**config.mk**
```make
export PLATFORM = sky130hd
export DESIGN_NAME = intercept_rule_matcher
export DESIGN_NICKNAME = d
export VERILOG_FILES = /design/src/sv/irm_pkg.sv /design/src/sv/intercept_rule_matcher.sv
export VERILOG_INCLUDE_DIRS = /design/src /design/src/sv
export SDC_FILE = /design/constraint.sdc
export NUM_CORES = 2
export LEC_CHECK = 0
export BUFFER_PORTS_ARGS = -buffer_cell sky130_fd_sc_hd__buf_2
export CAP_MARGIN = 20
export CORE_ASPECT_RATIO = 0.75
export CORE_UTILIZATION = 48
export DETAILED_ROUTE_END_ITERATION = 7
export GPL_ROUTABILITY_DRIVEN = 0
export PLACE_DENSITY = 0.67
export SLEW_MARGIN = 20
export SYNTH_ARGS = -nofsm -noshare
export SYNTH_HDL_FRONTEND = slang
export SYNTH_SLANG_ARGS = --single-unit
export TNS_END_PERCENT = 50
```
**constraint.sdc**
```tcl
create_clock -name clock -period 17.28 [get_ports clock]
set_input_delay 3.456 -clock clock [delete_from_list [all_inputs] [get_ports clock]]
set_output_delay 3.456 -clock clock [all_outputs]
set_load 0.03 [all_outputs]
```
**src/sv/assert_macros.svh**
```systemverilog
// Assertion macros used by the RTL.
// Each macro is a clocked concurrent assertion with a disable iff reset guard, or nothing under NO_ASSERTIONS.
`ifndef ASSERT_MACROS_SVH
`define ASSERT_MACROS_SVH

`ifndef NO_ASSERTIONS

// cond must hold at every clock edge outside reset
`define ASSERT_ALWAYS(lbl, clk, rst, cond, msg) \
   lbl: assert property (@(posedge clk) disable iff (rst) (cond)) else $error(msg);

// ante in a cycle implies cons in the same cycle
`define ASSERT_IMPLIES(lbl, clk, rst, ante, cons, msg) \
   lbl: assert property (@(posedge clk) disable iff (rst) (ante) |-> (cons)) else $error(msg);

// ante in a cycle implies cons in the following cycle
`define ASSERT_NEXT(lbl, clk, rst, ante, cons, msg) \
   lbl: assert property (@(posedge clk) disable iff (rst) (ante) |=> (cons)) else $error(msg);

`else

`define ASSERT_ALWAYS(lbl, clk, rst, cond, msg)
`define ASSERT_IMPLIES(lbl, clk, rst, ante, cons, msg)
`define ASSERT_NEXT(lbl, clk, rst, ante, cons, msg)

`endif

`endif

```
**src/sv/irm_pkg.sv**
```systemverilog
`timescale 1ns / 1ps

package irm_pkg;

   // default table depths
   localparam int ADDR_ENTRIES_DEF  = 16;
   localparam int PORT_ENTRIES_DEF  = 16;
   localparam int PROTO_ENTRIES_DEF = 4;

   // stream widths
   localparam int REQ_DATA_W = 176;
   localparam int REQ_USER_W = 4;
   localparam int RSP_DATA_W = 48;
   localparam int RSP_USER_W = 2;

   // opcodes
   localparam logic [2:0] OP_CLEAR     = 3'd0;
   localparam logic [2:0] OP_ADD_ADDR  = 3'd1;
   localparam logic [2:0] OP_ADD_PORT  = 3'd2;
   localparam logic [2:0] OP_ADD_PROTO = 3'd3;
   localparam logic [2:0] OP_QUERY     = 3'd4;

   // result status
   localparam logic [1:0] ST_OK      = 2'd0;
   localparam logic [1:0] ST_FULL    = 2'd1;
   localparam logic [1:0] ST_NOMATCH = 2'd2;

   // prefix limits per family
   localparam logic [7:0] V4_MAX_PFX = 8'd32;
   localparam logic [7:0] V6_MAX_PFX = 8'd128;

   // address table entry: address left-aligned in 128 bits
   typedef struct packed {
      logic         is_ipv6;
      logic [7:0]   prefix;
      logic [127:0] addr;
   } addr_entry_type;

   // port table entry
   typedef struct packed {
      logic [15:0] low;
      logic [15:0] high;
   } port_entry_type;

   // saturate a prefix to the family maximum
   function automatic logic [7:0] clamp_prefix(input logic [7:0] pfx, input logic v6);
      logic [7:0] lim;
      lim = v6 ? V6_MAX_PFX : V4_MAX_PFX;
      return (pfx > lim) ? lim : pfx;
   endfunction

   // left-align an address: IPv4 goes into the top 32 bits
   function automatic logic [127:0] align_addr(input logic [63:0] hi, input logic [63:0] lo,
                                               input logic v6);
      return v6 ? {hi, lo} : {lo[31:0], 96'd0};
   endfunction

endpackage

```
**src/sv/intercept_rule_matcher.sv**
```systemverilog
`timescale 1ns / 1ps

// Intercept rule matcher. Items arrive on the req_ stream: clear, add an address
// range, add a port range, add a protocol, or query. Every item returns exactly one
// transfer on the rsp_ stream. Address ranges and port ranges live in two table
// memories with a registered read; a query walks both tables together, one entry
// of each per cycle, and keeps the best (smallest prefix difference, narrowest port
// range) hit. The block works on one item at a time; its result register lets the
// next item in while the previous result still waits on rsp_tready. Reset or a
// clear item empties all tables at once.
module intercept_rule_matcher #(
   parameter int ADDR_ENTRIES  = irm_pkg::ADDR_ENTRIES_DEF,
   parameter int PORT_ENTRIES  = irm_pkg::PORT_ENTRIES_DEF,
   parameter int PROTO_ENTRIES = irm_pkg::PROTO_ENTRIES_DEF
) (
   input  logic                            clock,
   input  logic                            reset,
   input  logic                            req_tvalid,
   output logic                            req_tready,
   // address_high[63:0], address_low[127:64], prefix_length[135:128],
   // port_first[151:136], port_last[167:152], protocol_code[175:168]
   input  logic [irm_pkg::REQ_DATA_W-1:0]  req_tdata,
   // opcode[2:0], is_ipv6[3]
   input  logic [irm_pkg::REQ_USER_W-1:0]  req_tuser,
   output logic                            rsp_tvalid,
   input  logic                            rsp_tready,
   // combined_score[23:0], address_score[31:24], port_score[47:32]
   output logic [irm_pkg::RSP_DATA_W-1:0]  rsp_tdata,
   // status[1:0]
   output logic [irm_pkg::RSP_USER_W-1:0]  rsp_tuser
);
   import irm_pkg::*;

`include "assert_macros.svh"

   localparam int A_CNT_W   = $clog2(ADDR_ENTRIES + 1);
   localparam int P_CNT_W   = $clog2(PORT_ENTRIES + 1);
   localparam int R_CNT_W   = $clog2(PROTO_ENTRIES + 1);
   localparam int A_IDX_W   = (ADDR_ENTRIES > 1) ? $clog2(ADDR_ENTRIES) : 1;
   localparam int P_IDX_W   = (PORT_ENTRIES > 1) ? $clog2(PORT_ENTRIES) : 1;
   localparam int R_IDX_W   = (PROTO_ENTRIES > 1) ? $clog2(PROTO_ENTRIES) : 1;
   localparam int MAX_ENTRIES = (ADDR_ENTRIES > PORT_ENTRIES) ? ADDR_ENTRIES : PORT_ENTRIES;
   localparam int SCAN_W    = $clog2(MAX_ENTRIES + 1);

   // sequencer states
   localparam logic [1:0] S_IDLE  = 2'd0;
   localparam logic [1:0] S_SCAN  = 2'd1;
   localparam logic [1:0] S_DRAIN = 2'd2;
   localparam logic [1:0] S_RESP  = 2'd3;

   // request fields
   logic [2:0]   req_opcode;
   logic         req_is_ipv6;
   logic [63:0]  req_address_high;
   logic [63:0]  req_address_low;
   logic [7:0]   req_prefix_length;
   logic [15:0]  req_port_first;
   logic [15:0]  req_port_last;
   logic [7:0]   req_protocol_code;

   assign req_opcode        = req_tuser[2:0];
   assign req_is_ipv6       = req_tuser[3];
   assign req_address_high  = req_tdata[63:0];
   assign req_address_low   = req_tdata[127:64];
   assign req_prefix_length = req_tdata[135:128];
   assign req_port_first    = req_tdata[151:136];
   assign req_port_last     = req_tdata[167:152];
   assign req_protocol_code = req_tdata[175:168];

   // control state
   logic [1:0]          state_ff, state_in;
   logic [A_CNT_W-1:0]  a_count_ff, a_count_in;
   logic [P_CNT_W-1:0]  p_count_ff, p_count_in;
   logic [R_CNT_W-1:0]  r_count_ff, r_count_in;
   logic [SCAN_W-1:0]   scan_ff, scan_in;
   logic                a_rd_vld_ff, a_rd_vld_in;
   logic                p_rd_vld_ff, p_rd_vld_in;
   logic                rsp_valid_ff, rsp_valid_in;

   // query and result payload
   logic [127:0]        q_addr_ff, q_addr_in;
   logic                q_v6_ff, q_v6_in;
   logic [7:0]          q_pfx_ff, q_pfx_in;
   logic [15:0]         q_port_ff, q_port_in;
   logic                q_proto_ok_ff, q_proto_ok_in;
   logic                q_is_query_ff, q_is_query_in;
   logic [1:0]          pend_status_ff, pend_status_in;
   logic                a_found_ff, a_found_in;
   logic [7:0]          a_best_ff, a_best_in;
   logic                p_found_ff, p_found_in;
   logic [15:0]         p_best_ff, p_best_in;
   logic [1:0]          rsp_status_ff, rsp_status_in;
   logic [7:0]          rsp_ascore_ff, rsp_ascore_in;
   logic [15:0]         rsp_pscore_ff, rsp_pscore_in;

   // protocol list: small register file compared in parallel
   logic [7:0]          proto_tab_ff [PROTO_ENTRIES];

   // table memories
   addr_entry_type      addr_mem [ADDR_ENTRIES];
   port_entry_type      port_mem [PORT_ENTRIES];
   addr_entry_type      addr_rdata_ff;
   port_entry_type      port_rdata_ff;
   logic                addr_we, port_we, proto_we;
   addr_entry_type      addr_wdata;
   port_entry_type      port_wdata;

   logic                accept;
   logic                issue_a, issue_p;
   logic                a_full, p_full, r_full;
   logic                proto_listed;
   logic [7:0]          req_pfx_clamped;
   logic                rsp_free;

   // address and port compares on the entries read last cycle
   logic [127:0]        a_mask;
   logic                a_hit;
   logic [7:0]          a_diff;
   logic                p_hit;
   logic [15:0]         p_width;

   assign accept     = req_tvalid && req_tready;
   assign req_tready = !reset && (state_ff == S_IDLE);
   assign rsp_free   = !rsp_valid_ff || rsp_tready;

   assign a_full = (a_count_ff == A_CNT_W'(ADDR_ENTRIES));
   assign p_full = (p_count_ff == P_CNT_W'(PORT_ENTRIES));
   assign r_full = (r_count_ff == R_CNT_W'(PROTO_ENTRIES));

   assign issue_a = (scan_ff < SCAN_W'(a_count_ff));
   assign issue_p = (scan_ff < SCAN_W'(p_count_ff));

   assign req_pfx_clamped = clamp_prefix(req_prefix_length, req_is_ipv6);

   // protocol membership over the loaded entries
   always_comb begin
      proto_listed = 1'b0;
      for (int i = 0; i < PROTO_ENTRIES; i++) begin
         if ((R_CNT_W'(i) < r_count_ff) && (proto_tab_ff[i] == req_protocol_code)) begin
            proto_listed = 1'b1;
         end
      end
   end

   // insert write data
   assign addr_we    = accept && (req_opcode == OP_ADD_ADDR) && !a_full;
   assign port_we    = accept && (req_opcode == OP_ADD_PORT) && !p_full;
   assign proto_we   = accept && (req_opcode == OP_ADD_PROTO) && !r_full;
   assign addr_wdata = '{is_ipv6: req_is_ipv6, prefix: req_pfx_clamped,
                          addr: align_addr(req_address_high, req_address_low, req_is_ipv6)};
   assign port_wdata = '{low: req_port_first, high: req_port_last};

   // address table memory
   always_ff @(posedge clock) begin
      if (addr_we) begin
         addr_mem[a_count_ff[A_IDX_W-1:0]] <= addr_wdata;
      end
      addr_rdata_ff <= addr_mem[scan_ff[A_IDX_W-1:0]];
   end

   // port table memory
   always_ff @(posedge clock) begin
      if (port_we) begin
         port_mem[p_count_ff[P_IDX_W-1:0]] <= port_wdata;
      end
      port_rdata_ff <= port_mem[scan_ff[P_IDX_W-1:0]];
   end

   // protocol list
   always_ff @(posedge clock) begin
      if (proto_we) begin
         proto_tab_ff[r_count_ff[R_IDX_W-1:0]] <= req_protocol_code;
      end
   end

   // per-entry compares
   assign a_mask  = ~({128{1'b1}} >> addr_rdata_ff.prefix);
   assign a_hit   = (addr_rdata_ff.is_ipv6 == q_v6_ff) && (q_pfx_ff >= addr_rdata_ff.prefix) &&
                    (((q_addr_ff ^ addr_rdata_ff.addr) & a_mask) == '0);
   assign a_diff  = q_pfx_ff - addr_rdata_ff.prefix;
   assign p_hit   = (port_rdata_ff.low <= q_port_ff) && (q_port_ff <= port_rdata_ff.high);
   assign p_width = port_rdata_ff.high - port_rdata_ff.low;

   // sequencer
   always_comb begin
      state_in       = state_ff;
      a_count_in     = a_count_ff;
      p_count_in     = p_count_ff;
      r_count_in     = r_count_ff;
      scan_in        = scan_ff;
      a_rd_vld_in    = 1'b0;
      p_rd_vld_in    = 1'b0;
      rsp_valid_in   = rsp_valid_ff && !rsp_tready;
      q_addr_in      = q_addr_ff;
      q_v6_in        = q_v6_ff;
      q_pfx_in       = q_pfx_ff;
      q_port_in      = q_port_ff;
      q_proto_ok_in  = q_proto_ok_ff;
      q_is_query_in  = q_is_query_ff;
      pend_status_in = pend_status_ff;
      a_found_in     = a_found_ff;
      a_best_in      = a_best_ff;
      p_found_in     = p_found_ff;
      p_best_in      = p_best_ff;
      rsp_status_in  = rsp_status_ff;
      rsp_ascore_in  = rsp_ascore_ff;
      rsp_pscore_in  = rsp_pscore_ff;

      // fold in the entries read last cycle
      if (a_rd_vld_ff && a_hit && (!a_found_ff || (a_diff < a_best_ff))) begin
         a_found_in = 1'b1;
         a_best_in  = a_diff;
      end
      if (p_rd_vld_ff && p_hit && (!p_found_ff || (p_width < p_best_ff))) begin
         p_found_in = 1'b1;
         p_best_in  = p_width;
      end

      unique case (state_ff)
         S_IDLE: begin
            if (accept) begin
               q_addr_in      = align_addr(req_address_high, req_address_low, req_is_ipv6);
               q_v6_in        = req_is_ipv6;
               q_pfx_in       = req_pfx_clamped;
               q_port_in      = req_port_first;
               q_proto_ok_in  = (req_protocol_code == 8'd0) || proto_listed;
               q_is_query_in  = (req_opcode == OP_QUERY);
               pend_status_in = ST_OK;
               a_found_in     = 1'b0;
               p_found_in     = 1'b0;
               scan_in        = '0;
               state_in       = S_RESP;
               unique case (req_opcode)
                  OP_CLEAR: begin
                     a_count_in = '0;
                     p_count_in = '0;
                     r_count_in = '0;
                  end
                  OP_ADD_ADDR: begin
                     if (a_full) pend_status_in = ST_FULL;
                     else a_count_in = A_CNT_W'(a_count_ff + 1'b1);
                  end
                  OP_ADD_PORT: begin
                     if (p_full) pend_status_in = ST_FULL;
                     else p_count_in = P_CNT_W'(p_count_ff + 1'b1);
                  end
                  OP_ADD_PROTO: begin
                     if (r_full) pend_status_in = ST_FULL;
                     else r_count_in = R_CNT_W'(r_count_ff + 1'b1);
                  end
                  OP_QUERY: begin
                     state_in = S_SCAN;
                  end
                  default: begin
                     pend_status_in = ST_OK;
                  end
               endcase
            end
         end
         S_SCAN: begin
            // one read of each table per cycle
            a_rd_vld_in = issue_a;
            p_rd_vld_in = issue_p;
            if (issue_a || issue_p) begin
               scan_in = SCAN_W'(scan_ff + 1'b1);
            end else begin
               state_in = S_DRAIN;
            end
         end
         S_DRAIN: begin
            // last reads already folded; a spare state before the result
            state_in = S_RESP;
         end
         S_RESP: begin
            if (rsp_free) begin
               rsp_valid_in  = 1'b1;
               rsp_ascore_in = '0;
               rsp_pscore_in = '0;
               if (q_is_query_ff) begin
                  if (q_proto_ok_ff && a_found_ff && p_found_ff) begin
                     rsp_status_in = ST_OK;
                     rsp_ascore_in = a_best_ff;
                     rsp_pscore_in = p_best_ff;
                  end else begin
                     rsp_status_in = ST_NOMATCH;
                  end
               end else begin
                  rsp_status_in = pend_status_ff;
               end
               state_in = S_IDLE;
            end
         end
         default: begin
            state_in = S_IDLE;
         end
      endcase
   end

   // control registers
   always_ff @(posedge clock) begin
      if (reset) begin
         state_ff     <= S_IDLE;
         a_count_ff   <= '0;
         p_count_ff   <= '0;
         r_count_ff   <= '0;
         scan_ff      <= '0;
         a_rd_vld_ff  <= 1'b0;
         p_rd_vld_ff  <= 1'b0;
         rsp_valid_ff <= 1'b0;
      end else begin
         state_ff     <= state_in;
         a_count_ff   <= a_count_in;
         p_count_ff   <= p_count_in;
         r_count_ff   <= r_count_in;
         scan_ff      <= scan_in;
         a_rd_vld_ff  <= a_rd_vld_in;
         p_rd_vld_ff  <= p_rd_vld_in;
         rsp_valid_ff <= rsp_valid_in;
      end
   end

   // payload registers
   always_ff @(posedge clock) begin
      q_addr_ff      <= q_addr_in;
      q_v6_ff        <= q_v6_in;
      q_pfx_ff       <= q_pfx_in;
      q_port_ff      <= q_port_in;
      q_proto_ok_ff  <= q_proto_ok_in;
      q_is_query_ff  <= q_is_query_in;
      pend_status_ff <= pend_status_in;
      a_found_ff     <= a_found_in;
      a_best_ff      <= a_best_in;
      p_found_ff     <= p_found_in;
      p_best_ff      <= p_best_in;
      rsp_status_ff  <= rsp_status_in;
      rsp_ascore_ff  <= rsp_ascore_in;
      rsp_pscore_ff  <= rsp_pscore_in;
   end

   // result stream
   assign rsp_tvalid = rsp_valid_ff;
   assign rsp_tuser  = rsp_status_ff;
   assign rsp_tdata  = {rsp_pscore_ff, rsp_ascore_ff, rsp_ascore_ff, rsp_pscore_ff};

   // checks
   `ASSERT_ALWAYS(a_count_range, clock, reset, a_count_ff <= A_CNT_W'(ADDR_ENTRIES), "address count beyond depth")
   `ASSERT_NEXT(busy_after_accept, clock, reset, accept, state_ff != S_IDLE, "block idle right after a transfer")
   `ASSERT_IMPLIES(reads_in_scan, clock, reset, a_rd_vld_ff || p_rd_vld_ff, state_ff == S_SCAN || state_ff == S_DRAIN, "table read outside a query scan")
   `ASSERT_IMPLIES(score_zero_on_miss, clock, reset, rsp_valid_ff && (rsp_status_ff != ST_OK), rsp_tdata == '0, "nonzero score without a match")

endmodule

```
Word level (Yosys, flattened, before mapping)
Memories as Yosys holds them, arrays and structs flattened. A register that Yosys moved wholly into a read port is not among the register bits.
Cells that the tools add are included.

cells by class
  add/sub/neg operators = 6
  $lt $le $gt $ge = 12
  equal/unequal tests = 22
  shift-type cells = 1
  mux-type cells = 41
  bitwise gates (word level) = 4
  reduce and logical (&&, ||, !) cells = 52

operators with widths
  cell                                                                    number
  128-bit bitwise AND                                                     1
  128-bit logical NOT                                                     1
  128-bit two-way mux                                                     1
  128-bit inverter                                                        1
  128-bit by 8-bit right shift with 128-bit output, first input constant  1
  128-bit XOR                                                             1
  8-bit == test                                                           4
  16-bit less-or-equal comparator                                         2
  5-bit one-hot mux with 2 select lines                                   3
  1-bit logical AND                                                       22
  1-bit two-way mux                                                       21
  5-bit two-way mux                                                       4
  16-bit less-than comparator                                             1
  8-bit two-way mux                                                       2
  16-bit subtractor                                                       1
  5-bit by 1-bit adder with 5-bit output, second input constant           3
  2-bit != test, second input constant                                    7
  2-bit two-way mux                                                       6
  4-bit AND reduction                                                     3
  5-bit == test, second input constant                                    2
  5-bit less-than comparator                                              2
  8-bit greater-or-equal comparator                                       1
  8-bit greater-than comparator                                           1
  1-bit logical NOT                                                       8
  24 further kinds                                                        39

word-level totals
  bits in registers = 232
  RAM bits = 2736
  input bits = 184
  output and inout bits = 52
  word-level logic and storage cells = 163
  memories kept = 3

memories
  memory        words  width  rd ports  clocked after memory_dff  wr ports  RTL line                       text
  addr_mem      16     137    1         1                         1         intercept_rule_matcher.sv:100  addr_entry_type addr_mem [ADDR_ENTRIES];
  port_mem      16     32     1         1                         1         intercept_rule_matcher.sv:101  port_entry_type port_mem [PORT_ENTRIES];
  proto_tab_ff  4      8      4         0                         1         intercept_rule_matcher.sv:97   logic [7:0] proto_tab_ff [PROTO_ENTRIES];

Depth between registers and ports, before layout
  depth in word-level cells = 10
  depth in mapped cells = 17
  gate-level depth less buffers = 17

Worst setup path before layout
Ideal clock, no wire load.

  path kind = in2reg
  start point = in reset
  end point = mem addr_mem[0][0] (netlist bit), enable pin
  setup time = 0.801 ns
  arrival = 13.869 ns
  data required time = 16.479 ns
  slack = 2.610 ns
  stages on the path = 5
  buffers on the path = 1
  cells stage by stage = clkbuf_1 > or3_1 > nor3_1 > nand2_1 > nor3_1

between the ends
  cells in the longest elaborated chain, start to end = 7

RTL lines
  item                                     RTL line                       text
  from (decl)                              intercept_rule_matcher.sv:17   input logic reset,
  1-bit logical NOT                        intercept_rule_matcher.sv:123  assign req_tready = !reset && (state_ff == S_IDLE);
  1-bit logical AND                        intercept_rule_matcher.sv:123
  1-bit logical AND                        intercept_rule_matcher.sv:122  assign accept = req_tvalid && req_tready;
  1-bit logical AND (2 in series)          intercept_rule_matcher.sv:146  assign addr_we = accept && (req_opcode == OP_ADD_ADDR) && !a_full;
  1-bit two-way mux                        intercept_rule_matcher.sv:155  if (addr_we) begin
  1-bit two-way mux (implied by the code)  intercept_rule_matcher.sv:156  addr_mem[a_count_ff[A_IDX_W-1:0]] <= addr_wdata;
  to (decl)                                intercept_rule_matcher.sv:100

No other way between the ends.

Final worst setup path
  start point = in reset
  end point = out req_tready

between the ends
  cells in the longest elaborated chain, start to end = 2

RTL lines
  item               RTL line                       text
  1-bit logical NOT  intercept_rule_matcher.sv:123
  1-bit logical AND  intercept_rule_matcher.sv:123
  to (decl)          intercept_rule_matcher.sv:19   output logic req_tready,

No other way between the ends.

==> metrics.yaml <==
run_status:
  run_status: "complete, no violations"
setup_path:
  rr_endpoint: "addr_rdata_ff[89]"
  path_max_fanout: 18
  worstPathRequired_ns: 13.82
  critical_path_arrival_ns: 4.05
  cpPeakStageDelay_ns: 0.31
  criticalPathCategory: "in2out"
  worstSetupEndpointType: "output pin"
  crit_chain: "buf_2 -> nor2b_1 -> buf_2"
  crit_top_cell: "buf_2"
  ff2ff_path_depth: 6
  critPathLaunchType: "input pin"
  r2r_slack_ns: 12.00
  rr_startpoint: "scan_ff[0]"
  critPathSlowestCell: "buf_2"
synth:
  synthTopCellsByArea: "edfxtp_1 73%, mux4_2 16%, dfxtp_1 3.2%"
  synth_area_um2: 120300
  synth_top_area_cell: "edfxtp_1"
  synthCells: 5419
  async_flop_share_pct: 0
  ys_ff_latch: 3136
  synth.avg_cell_area_um2: 22.21
  synthMostInstantiatedCell: "edfxtp_1"
  synth-warning-count: 0
  synth_edf_count: 2942
  synthTopCellsByCount: "2942 x edfxtp_1, 845 x mux4_2, 194 x dfxtp_1"
  synth_fp_nets: 5710
  ys_types: 71
  yosys.area.top_type_share_pct: 73.42
  yosysSeqAreaShare_pct: 76.64
  synthFlopType: "edfxtp_1"
worst_hold_path:
  min_to: "state_ff[1]"
  holdPathStages: 2
  hp-start: "state_ff[1]"
  hold_class: "reg2reg"
timing:
  report.final.slew_viol_count: 0
  setup_slack_ns: 9.773
  setup_viol: 0
  rsz0062_at_grt: "false"
  finalSetupTns_ns: 0
  hold_violations: 0
  holdWs_ns: 0.5181
  min_period_ns: 7.507
  finalCritPeriodShare_pct: 43.44
  slew_headroom_pct: 22.65
  worstMarginPinSlew_ns: 1.160
  fmax_mhz: 133.2
  skew_ns: 0.09466
detailed_routing:
  drt_first_pass_iters: 8
  ant_nets: 0
  vias: 56330
  drc: 0
  wl_per_cell_um: 30.48
  drt_iter0_drc: 7246
  via_per_inst: 6.055
  drt-total-wl_mm: 283.5
clock_tree:
  clkSinkCount: 3136
  postCtsHoldBufs: 0
  clk_pin_slew_ns: 0.06
  ctsResizeCount: 0
  cts_setup_buffers: 0
  cts-htree-levels: 5
  root_buffer: "clkbuf_16"
  cts_tree: "done"
  cts_buffer_depth: 4
  clkLatencyLatePin_ns: 0.89
  cts-buffers-inserted: 300
placed_design:
  place_inst: 8755
  dp_slack_ns: 9.208
  portBuffers: 235
  dp_hpwl_mm: 157.8
grt:
  antenna_found_initial: 30
  gr-total-overflow: 0
  grt_pass1_wl_mm: 408.6
  grt_pass1_vias: 56790
  grt.total_usage_pct: 22.50
  grt_start_max_net_pins: 140
floorplanning:
  die_area_um2: 252700
  rows: 158
  ios: 236
  initial_core_util_pct: 48.46
  core_area_um2: 248300
  die_y_um: 435.6
  die-width_um: 580.2
power:
  powerDensity_nw_per_um2: 114.7
  p_total_mw: 15.51
  ir_drop_v: 0.00009233
  p_leak_nw: 42.46
  p_clk_share_pct: 41.4
  power_frac_comb_pct: 4.1
  p_int_mw: 12.24
  swShare_pct: 21.09
  sequentialPowerShare_pct: 54.5
  p_switching_mw: 3.272
final_layout:
  n_fill_cell: 18310
  layout-drive-gt1-share_pct: 27.90
  nets: 6069
  stdcell_count: 9303
  syn_to_final_growth_pct: 12.36
run:
  cap_violations: 0
==> worst max path at each step <==
stage          startpoint              end  slack [ns]  depth (start not counted)
6_report            reset       req_tready        9.77                          3
5_1_grt             reset       req_tready        9.73                          3
4_1_cts             reset       req_tready        9.77                          3
3_5_place_dp        reset  addr_mem[1][50]        9.21                          9
3_3_place_gp        reset  addr_mem[2][56]        9.29                          9
2_1_floorplan       reset   addr_mem[0][0]        2.61                          5
==> power groups by stage <==
stage	Sequential [mW]	Clock, mW	Combinational, mW
2_1_floorplan	8.62	0	0.336
3_3_place_gp	8.61	0	0.615
3_5_place_dp	8.61	0	0.631
4_1_cts	8.45	6.52	0.633
5_1_grt	8.46	6.79	0.686
6_report	8.45	6.43	0.635
==> placed cells by master, fill, tap and decap left out, types with 10 or more instances in the layout <==
cell / instances
clkbuf_16: 308
nor4_1: 19
buf_12: 13
clkbuf_8: 21
nor2b_1: 13
clkinv_2: 37
and2_1: 113
inv_1: 108
clkinv_1: 49
nor2_1: 59
o21ai_0: 66
a21o_1: 24
nor3_1: 41
nand4_1: 33
xor2_1: 116
nand2b_1: 10
dfxtp_1: 191
bufinv_16: 18
o22ai_1: 12
a21oi_1: 73
ha_1: 105
edfxtp_1: 2942
mux4_2: 845
mux2_2: 33
clkbuf_1: 80
nand2_1: 67
buf_4: 84
xnor2_1: 68
a211oi_1: 11
nand3_1: 25
nor2_4: 24
buf_2: 234
==> sequential cells by signal (all words and copies together), names as in the netlist, 8 cells and up <==
name and count:
p_best_ff 16, port_mem 512, q_port_ff 16, q_addr_ff 128
addr_mem 2192, addr_rdata_ff 137, proto_tab_ff 32, a_best_ff 8
rsp_ascore_ff 8, port_rdata_ff 32, rsp_pscore_ff 16, q_pfx_ff 8
==> worst max-delay path: cells and delay by family <==
kind                   cells  cell delay, ns
buffers and inverters      2            0.50
AND/OR/NAND/NOR            1            0.09
==> final cells by class <==
class	count	area (um^2)	share of cell area (%)
inverters	110	427.9	0.3165
repair buffers	333	2101	1.554
clock inverters	129	1224	0.9050
multi-input cells	1897	26790	19.81
flip-flops and latches	3136	92240	68.22
diodes	9	22.52	0.01666
clock buffers	409	8297	6.136
well taps	3280	4104	3.035
==> cell families after synthesis <==
group                      after synthesis  share of synthesized area [%]
muxes                                  880                          16.14
DFF                                   3136                          76.64
AOI/OAI and AO/OA                      274                          1.455
xor gates and xnor gates               187                          1.361
adders and majority gates              107                          1.125
and+or+nand+nor                        449                          1.972
buffers and inverters                  386                          1.303
==> per-stage QoR <==
step	util, %	cell area, um^2
floorplan	-	120300
global placement	50.59	125600
detailed placement	50.59	125600
CTS	54.42	135100
global route	54.45	135200
finish	54.45	135200
==> layer usage <==
layer / track usage (%) / vias to the layer above / share of wire, %
met2: 33.12 / 2708 / 45
met1: 33.22 / 29930 / 41
met5: 0.6965 / - / 0.12
met4: 4.864 / 16 / 2.2
li1: - / 23250 / -
met3: 6.921 / 429 / 11
No activity file was read; power rests on OpenSTA's default activity.
